$ cat config.mk
export PLATFORM = sky130hd
export DESIGN_NAME = bmc_win3
export DESIGN_NICKNAME = d
export VERILOG_FILES = /design/src/bmc_pkg.sv /design/src/bmc_ram.sv /design/src/bmc_win3.sv
export SDC_FILE = /design/constraint.sdc
export NUM_CORES = 2
export LEC_CHECK = 0
export BUFFER_PORTS_ARGS = -buffer_cell sky130_fd_sc_hd__buf_2
export CAP_MARGIN = 20
export CORE_MARGIN = 3
export CORE_UTILIZATION = 30
export DETAILED_ROUTE_END_ITERATION = 8
export SLEW_MARGIN = 20
export SYNTH_ARGS = -nofsm -noshare
export SYNTH_HDL_FRONTEND = slang
export SYNTH_SLANG_ARGS = --single-unit
$ cat constraint.sdc
create_clock -name clk -period 33.2 [get_ports clk]
set_input_delay 1.66 -clock clk [delete_from_list [all_inputs] [get_ports clk]]
set_output_delay 1.66 -clock clk [all_outputs]
set_load 0.01 [all_outputs]
$ cat src/bmc_pkg.sv
package bmc_pkg;

  // Default for the largest supported line length.
  localparam int DEF_MAX_WIDTH = 1024;

  // Configuration port.
  localparam int CFG_IDX_BITS  = 1;
  localparam int CFG_DATA_BITS = 16;
  localparam int FW_BITS       = 11;
  localparam int FH_BITS       = 16;
  localparam logic [FW_BITS-1:0] FW_RESET = 11'd640;
  localparam logic [FH_BITS-1:0] FH_RESET = 16'd480;

  typedef enum logic [CFG_IDX_BITS-1:0] {
    REG_FRAME_WIDTH  = 1'b0,
    REG_FRAME_HEIGHT = 1'b1
  } cfg_reg_t;

  // Row counters run a few rows past the frame height while the pipe flushes.
  localparam int ROW_BITS = 17;

  // Output queue entries.
  localparam int FIFO_DEPTH = 8;

  // Side information that travels with every pixel through a window stage.
  typedef struct packed {
    logic center_ok;  // the window center is a pixel of the frame or of its flush
    logic emit;       // this item produces a result word
    logic fin;        // the result is the last pixel of the frame
  } tag_t;

endpackage

$ cat src/bmc_ram.sv
module bmc_ram #(
  parameter int WIDTH = 2,
  parameter int DEPTH = 1024
) (
  input  logic                     clk,
  input  logic                     we,
  input  logic [$clog2(DEPTH)-1:0] waddr,
  input  logic [WIDTH-1:0]         wdata,
  input  logic [$clog2(DEPTH)-1:0] raddr,
  output logic [WIDTH-1:0]         rdata
);

  logic [WIDTH-1:0] mem [DEPTH];

  always_ff @(posedge clk) begin
    if (we) begin
      mem[waddr] <= wdata;
    end
    rdata <= mem[raddr];
  end

endmodule

$ cat src/bmc_win3.sv
// One 3x3 window pass over a raster bit stream. A line memory indexed by
// column keeps the two previous rows; three column registers form the window.
// An item goes through the line memory read stage and then the window stage to its result.
module bmc_win3 #(
  parameter int MAX_WIDTH = bmc_pkg::DEF_MAX_WIDTH
) (
  input  logic                                 clk,
  input  logic                                 rst_n,
  input  logic                                 grow,       // 1: OR window, 0: AND window
  input  logic [$clog2(MAX_WIDTH+1)-1:0]       width,
  input  logic [bmc_pkg::FH_BITS-1:0]          height,
  input  logic                                 in_valid,
  input  bmc_pkg::tag_t                        in_tag,
  input  logic [$clog2(MAX_WIDTH)-1:0]         in_x,
  input  logic [bmc_pkg::ROW_BITS-1:0]         in_y,
  input  logic                                 in_bit,
  output logic                                 out_valid,
  output bmc_pkg::tag_t                        out_tag,
  output logic [$clog2(MAX_WIDTH)-1:0]         out_x,
  output logic [bmc_pkg::ROW_BITS-1:0]         out_y,
  output logic                                 out_bit,
  output logic [1:0]                           busy_emit
);

  localparam int CW = $clog2(MAX_WIDTH);
  localparam int WW = $clog2(MAX_WIDTH + 1);
  localparam int RB = bmc_pkg::ROW_BITS;

  // First stage: line memory read in flight.
  logic                a_valid_r;
  bmc_pkg::tag_t       a_tag_r;
  logic [CW-1:0]       a_x_r;
  logic [RB-1:0]       a_y_r;
  logic                a_bit_r;

  // Write of the previous cycle, for a read that raced it.
  logic                f_valid_r;
  logic [CW-1:0]       f_addr_r;
  logic [1:0]          f_data_r;

  // Second stage: window complete, center known.
  logic                b_valid_r;
  bmc_pkg::tag_t       b_tag_r;
  logic [CW-1:0]       b_x_r;
  logic [RB-1:0]       b_y_r;
  logic                b_border_r;

  logic [2:0]          win_r [3];

  logic [1:0]          ram_rd;
  logic [1:0]          line;
  logic [1:0]          wr_data;
  logic [2:0]          vec;
  logic [CW-1:0]       cx;
  logic [RB-1:0]       cy;
  logic                border;

  // Word bit 0 holds the row above, bit 1 the row two above.
  bmc_ram #(
    .WIDTH (2),
    .DEPTH (MAX_WIDTH)
  ) u_line (
    .clk   (clk),
    .we    (a_valid_r),
    .waddr (a_x_r),
    .wdata (wr_data),
    .raddr (in_x),
    .rdata (ram_rd)
  );

  always_comb begin
    line    = (f_valid_r && (f_addr_r == a_x_r)) ? f_data_r : ram_rd;
    wr_data = {line[0], a_bit_r};
    vec     = {a_bit_r, line[0], line[1]};
    if (a_x_r != '0) begin
      cx = a_x_r - CW'(1);
      cy = a_y_r - RB'(1);
    end else begin
      cx = CW'(width - WW'(1));
      cy = a_y_r - RB'(2);
    end
    border = (cx == '0) || ((32'(cx) + 32'd1) >= 32'(width)) ||
             (cy == '0) || ((32'(cy) + 32'd1) >= 32'(height));
  end

  always_ff @(posedge clk) begin
    if (!rst_n) begin
      a_valid_r <= 1'b0;
      b_valid_r <= 1'b0;
      f_valid_r <= 1'b0;
    end else begin
      a_valid_r <= in_valid;
      b_valid_r <= a_valid_r;
      f_valid_r <= a_valid_r;
    end
  end

  always_ff @(posedge clk) begin
    a_tag_r <= in_tag;
    a_x_r   <= in_x;
    a_y_r   <= in_y;
    a_bit_r <= in_bit;
    f_addr_r <= a_x_r;
    f_data_r <= wr_data;
    b_tag_r    <= a_tag_r;
    b_x_r      <= cx;
    b_y_r      <= cy;
    b_border_r <= border;
    if (a_valid_r) begin
      win_r[0] <= win_r[1];
      win_r[1] <= win_r[2];
      win_r[2] <= vec;
    end
  end

  // The middle column's middle bit is always the window center.
  always_comb begin
    out_valid = b_valid_r && b_tag_r.center_ok;
    out_tag   = b_tag_r;
    out_x     = b_x_r;
    out_y     = b_y_r;
    if (b_border_r) begin
      out_bit = win_r[1][1];
    end else if (grow) begin
      out_bit = |{win_r[0], win_r[1], win_r[2]};
    end else begin
      out_bit = &{win_r[0], win_r[1], win_r[2]};
    end
    busy_emit = 2'(a_valid_r && a_tag_r.emit) + 2'(b_valid_r && b_tag_r.emit);
  end

endmodule

==> After elaboration in Yosys (flattened, before gate mapping) <==
Memory sizes are Yosys's and may differ from the RTL's. A register that Yosys moved wholly into a read port is not among the register bits.
Cells that the tools add are included.
{ "word_totals": {"ff_bits": 76, "ramBits": 2057, "in_bits": 62, "word_cells": 47, "memories": 2} }
{ "memory_table": {"columns": ["name", "words", "width", "rd", "rd_clocked_by_memory_dff", "write_ports", "line", "source"], "rows": [
  ["u_line.mem", 1024, 2, 1, 1, 1, "bmc_ram.sv:13", "logic [WIDTH-1:0] mem [DEPTH];"],
  ["win_r", 3, 3, 3, 0, 3, "bmc_win3.sv:48", "logic [2:0] win_r [3];"]
]} }
{ "op_classes": {"addsub": 7, "order_cmp": 2, "n_eq_ne": 1, "n_mux": 7, "reduce_logical": 12} }
{ "ops": {"columns": ["cell", "count"], "rows": [
  ["subtractor 10 x 1 -> 10 bit, second input constant", 2],
  ["adder 17 x 1 -> 18 bit, second input constant", 1],
  [">= comparator 18 x 16 -> 1 bit", 1],
  ["zero test 17 bit", 1],
  ["2-to-1 mux 17 bit", 1],
  ["subtractor 17 x 1 -> 17 bit, second input constant", 1],
  ["subtractor 17 x 2 -> 17 bit, second input constant", 1],
  ["adder 10 x 1 -> 11 bit, second input constant", 1],
  [">= comparator 11 bit", 1],
  ["equality test 10 bit", 1],
  ["zero test 10 bit", 1],
  ["2-to-1 mux 10 bit", 1],
  ["nonzero test 10 bit", 1],
  ["AND reduction 9 bit", 1],
  ["OR reduction 9 bit", 1],
  ["logical AND 1 bit", 4],
  ["2-to-1 mux 1 bit", 4],
  ["logical OR 1 bit", 3],
  ["adder 1 x 1 -> 2 bit", 1],
  ["2-to-1 mux 2 bit", 1]
]} }

==> Depth between registers and ports, before layout <==
{ "depth": {"ltp_word": 7, "mapped_depth": 20} }

==> Cells and area by module <==
Synthesis repeated with hierarchy kept, for this count alone.
{ "unflattened": {"hier_cells": 5215, "hier_area_um2": 87903.1} }
{ "by_module_without_submodules": {"columns": ["mod", "instances", "cells_each", "area_each_um2", "seq_area_each_um2"], "rows": [
  ["bmc_ram", 1, 4793, 83757.8, 61539.0],
  ["bmc_win3", 1, 422, 4145.2, 1791.7]
]} }

==> Least setup slack after synthesis <==
Ideal clock, no wire load.
{ "synth_path": {"kind": "register -> register", "start": "register a_bit_r", "end": "memory u_line.mem[0][0] (data pin)", "arrival_time_ns": 12.755, "setup_slack_ns": 17.628, "path_stages_with_launch": 1, "path_buffers": 0, "path_cell_list": "dfxtp_1"} }
{ "synth_rtl": {"columns": ["element", "line", "source"], "rows": [
  ["start: declaration", "bmc_win3.sv:34", "logic a_bit_r;"],
  ["start signal: assignment", "bmc_win3.sv:102", "a_bit_r <= in_bit;"],
  ["end: declaration", "bmc_ram.sv:13", null]
]} }
No word-level cell before the write port.

==> results_tabular.tex <==
\begin{tabular}{lr}
\hline
Metric & Value \\
\hline
\multicolumn{2}{l}{\textbf{CTS}} \\
\quad Count of hold buffers inserted by post-cts repair & 0 \\
\quad Root buffer cell & sky130\_fd\_sc\_hd\_\_clkbuf\_16 \\
\quad Total CTS buffers & about 210 \\
\quad Buffer count from post-CTS setup fixing & 0 \\
\quad Sink Count & around 2100 \\
\quad Post-CTS resize count & 0 \\
\quad Clk slew on worst S/H paths & 70 ps \\
\quad Number of buffers on the longest clock path & 3 \\
\quad Clk Latency, worst-skew pair & 880 ps \\
\quad Depth of the CTS H-tree & 4 \\
\quad Clock tree from TritonCTS & built \\
\multicolumn{2}{l}{\textbf{Drt}} \\
\quad Via count normalized by instance count & $\sim$5.3 \\
\quad DRT antenna net count & 0 \\
\quad \# DRC & 0 \\
\quad Drt initial violations & $\sim$6500 \\
\quad Drt pass-1 iters & 6 \\
\quad Wire length reported by the detailed router & 249.7 mm \\
\quad Detailed-route wire length per cell & about 27 um \\
\quad Number of vias in the routed layout & around 50000 \\
\multicolumn{2}{l}{\textbf{Yosys}} \\
\quad Fraction of registers with async set or reset after synthesis & 0\% \\
\quad Top cells by area, synth & sky130\_fd\_sc\_hd\_\_edfxtp\_1 (71\%), sky130\_fd\_sc\_hd\_\_mux4\_2 (11\%), sky130\_fd\_sc\_hd\_\_nor2\_1 (4.6\%), sky130\_fd\_sc\_hd\_\_mux2i\_1 (2.6\%), sky130\_fd\_sc\_hd\_\_dfxtp\_1 (1.8\%) \\
\quad Post-Synthesis Net Count & between 5000 and 6000 \\
\quad Synth Instances & $\sim$5200 \\
\quad Share of synthesized area spent on multiplexers & roughly 14\% \\
\quad Area of the mapped netlist & slightly below 90000 um\^{}2 \\
\quad Sequential fraction of the synthesis area & 72.36\% \\
\quad Post-synthesis cell type count & 78 \\
\quad Main combinational cell family by area after synthesis & multiplexers \\
\quad Flop and latch count out of synthesis & around 2100 \\
\quad Dominant synthesized flop cell & sky130\_fd\_sc\_hd\_\_edfxtp\_1 \\
\quad Area share of fa/ha/maj cells after synthesis & less than 1\% \\
\quad Post-Syn Area per Cell & 16.73 um\^{}2 \\
\quad Area leader, netlist & sky130\_fd\_sc\_hd\_\_edfxtp\_1 \\
\quad Post-synth EDFFs & 2057 \\
\quad Warning count from the yosys run & 0 \\
\quad Compound-gate portion of the synthesized area & roughly 3.3\% \\
\quad Simple-gate portion of the synthesized area & approximately 7.1\% \\
\quad Post-Synth XOR/XNOR Area & less than 1\% \\
\quad Area share of the largest cell type after synthesis & 70.57\% \\
\multicolumn{2}{l}{\textbf{Outcome}} \\
\quad Status & finished, final reports clean \\
\multicolumn{2}{l}{\textbf{STA}} \\
\quad RSZ-0062 raised after global routing & no \\
\quad Pins Over Slew Limit & 0 \\
\quad Worst clock skew on the final layout & around 54 ps \\
\quad Final Hold Vio Count & 0 \\
\quad Timing-limited maximum frequency & approximately 160 MHz \\
\quad Slew at the pin closest to its max-slew limit & between 1000 and 1500 ps \\
\quad Clock period minus final worst setup slack & 6155 ps \\
\quad \# setup viols final & 0 \\
\quad Post-route clock period utilization & a little under a fifth \\
\quad Slew HR & 16.10\% \\
\quad Setup TNS & 0 ps \\
\multicolumn{2}{l}{\textbf{GRT}} \\
\quad Number of global-route vias before repair & around 50000 \\
\quad Wire length of the first global-routing pass & 358.2 mm \\
\quad Antenna violations before repair & 10 \\
\quad Total overflow reported by the global router & 0 \\
\quad Overall fraction of global-route tracks in use & $\sim$16\% \\
\quad Largest net degree at the start of global routing & about 260 \\
\multicolumn{2}{l}{\textbf{Layout}} \\
\quad Sequential Area & about 63000 um\^{}2 \\
\quad Fillers & approximately 27000 \\
\quad Synthesis-to-layout area growth & 13.86\% \\
\quad Final cell utilization of the core & 34.47\% \\
\quad Commonest non-fill, non-tap cells in the layout & sky130\_fd\_sc\_hd\_\_edfxtp\_1 (2057), sky130\_fd\_sc\_hd\_\_nor2\_1 (1082), sky130\_fd\_sc\_hd\_\_mux4\_2 (444) \\
\quad Share of cells above drive strength 1 & about 19\% \\
\quad Most frequent standard cell in the layout excluding fill and tap cells & sky130\_fd\_sc\_hd\_\_edfxtp\_1 \\
\quad Final net count & between 5000 and 6000 \\
\quad Total area of multi-input combinational cells & 22680 um\^{}2 \\
\multicolumn{2}{l}{\textbf{Power and ir drop}} \\
\quad Combinational Power Share & between 6 and 7\% \\
\quad Internal power & around 0.0045 W \\
\quad IR drop worst, VDD & 0.05921 mV \\
\quad Pleak & 30.33 nW \\
\quad Switching part of the total power & 22.60\% \\
\quad Sequential fraction of design power & a little over half \\
\quad P\_sw & between 0.001 and 0.0015 W \\
\quad Part of the total power dissipated in the clock network & between 40\% and 50\% \\
\quad Power per cell area & between 50 and 60 nW/um\^{}2 \\
\multicolumn{2}{l}{\textbf{Setup path}} \\
\quad Endpoint of the lowest-slack register-to-register path & b\_border\_r \\
\quad Worst R2R Setup Slack & roughly 28000 ps \\
\quad WS Path Type & in -> reg \\
\quad Cell depth of the worst flop-to-flop path & 17 \\
\quad Critical Path AT & around 7000 ps \\
\quad Worst Setup End Kind & flip-flop \\
\quad Required @ worst endpoint & roughly 34000 ps \\
\quad Largest fanout of any net on the critical path & 112 \\
\quad Reg2Reg Launch Point & a\_x\_r[3] \\
\quad Nature of the critical path startpoint & primary input \\
\multicolumn{2}{l}{\textbf{Floorplan}} \\
\quad Floorplan die height & between 500 and 600 um \\
\quad CORE AREA & approximately 290000 um\^{}2 \\
\quad Core Rows & approximately 200 \\
\quad Count of boundary I/O pins & 96 \\
\quad Area of the die & 298300 um\^{}2 \\
\quad Initial core utilization & a little over 30\% \\
\quad Die width & roughly 550 um \\
\multicolumn{2}{l}{\textbf{Flow run}} \\
\quad Max-Cap Viols & 0 \\
\multicolumn{2}{l}{\textbf{Hold path}} \\
\quad Worst min-delay path category & reg -> reg \\
\quad Min-delay src & a\_tag\_r[0] \\
\quad Number of cells traversed by the worst hold path & 0 \\
\quad Worst Hold Path EP & out\_tag[0] \\
\multicolumn{2}{l}{\textbf{Place}} \\
\quad DPL Wire Length & $\sim$140 mm \\
\quad Port Buffers & 95 \\
\quad RD Place Congestion & just over 0.8 \\
\hline
\end{tabular}
## synth_stat cells, types with 60 or more instances
cell and count:
sky130_fd_sc_hd__nor2_1 1084, sky130_fd_sc_hd__nor3_1 60, sky130_fd_sc_hd__o21ai_0 60, sky130_fd_sc_hd__mux4_2 444
sky130_fd_sc_hd__clkbuf_1 248, sky130_fd_sc_hd__buf_1 80, sky130_fd_sc_hd__mux2i_1 227, sky130_fd_sc_hd__a21oi_1 80
sky130_fd_sc_hd__dfxtp_1 78, sky130_fd_sc_hd__edfxtp_1 2057, sky130_fd_sc_hd__o221ai_1 86, sky130_fd_sc_hd__nand2_1 106
## how the worst max path moves through the flow
stage | start | slack (ps) | to | cells past startpoint
global route | in_x[0] | 26490 | u_line.rdata[1] | 12
finish | in_x[0] | 27040 | u_line.rdata[0] | 11
CTS | in_x[0] | 26950 | u_line.rdata[1] | 12
global placement | in_x[0] | 26050 | u_line.rdata[1] | 12
floorplan | a_bit_r | 17630 | u_line.mem[0][0] | 0
detailed placement | in_x[0] | 26010 | u_line.rdata[1] | 12
## registers in the layout (all words and copies together), names as in the netlist
name,cells
u_line.rdata,2
u_line.mem,2048
f_addr_r,10
a_bit_r,1
a_tag_r,3
a_valid_r,1
f_data_r,2
out_y,17
out_tag,3
a_x_r,10
a_y_r,17
b_valid_r,1
out_x,10
b_border_r,1
win_r,9
## critical path, stage by stage
cell and delay (ps):
sky130_fd_sc_hd__buf_8 590, sky130_fd_sc_hd__buf_12 740, sky130_fd_sc_hd__buf_4 890, sky130_fd_sc_hd__buf_4 610
sky130_fd_sc_hd__mux2i_1 150, sky130_fd_sc_hd__o221ai_1 260, sky130_fd_sc_hd__o22ai_1 130, sky130_fd_sc_hd__o21ai_0 420
sky130_fd_sc_hd__nand4_1 480, sky130_fd_sc_hd__or3b_2 600, sky130_fd_sc_hd__nand4_1 130
## metrics by stage
| step | setup WS (ps) | instances | area (um^2) | hold slack, ps | total power [W] |
|---|---|---|---|---|---|
| floorplan | 17630 | 5232 | 87520 | 309.6 | 0.003363 |
| global placement | 26050 | 8914 | 92410 | 315.2 | 0.003441 |
| detailed placement | 26010 | 8923 | 92620 | 315.0 | 0.003447 |
| CTS | 26950 | 9321 | 99540 | 335.2 | 0.005810 |
| global route | 26490 | 9324 | 99650 | 345.9 | 0.005949 |
| finish | 27040 | 9327 | 99650 | 328.9 | 0.005779 |
## kinds of logic (layout without fill, tap and decap cells)
logic type	Yosys count	in the layout
adder cells (fa/ha/maj)	36	36
AND/OR/NAND/NOR	1465	1465
XOR/XNOR	47	47
AO/OA/AOI/OAI	419	419
multiplexers	677	677
buffers and inverters	453	665
flip-flops	2135	2135
other	0	3
## area by class of cell
cell class                      count  area share, %
Inverter                           48         0.1846
Clock inverter                    134          1.303
Tap cell                         3880          4.872
Clock buffer                      264          5.642
Sequential cell                  2135          63.56
Multi-Input combinational cell   2644          22.76
Timing Repair Buffer              219          1.677
Antenna cell                        3       0.007533
## per-layer routing
layer	vias up	track usage [%]	share of wire, %
met5	-	0	0
met4	0	4.563	2.8
met3	429	3.177	9.2
met2	2565	25.99	47
met1	26194	22.58	41
li1	20530	-	-
## power by group through the flow
stage	clock network, W	logic [W]	registers, W
after floorplan	0	0.000199	0.00316
after global placement	0	0.000345	0.00310
after detailed placement	0	0.000351	0.00310
after CTS	0.00242	0.000352	0.00304
after global routing	0.00253	0.000379	0.00304
final	0.00239	0.000354	0.00304
Power figures use the tool's default switching activity.
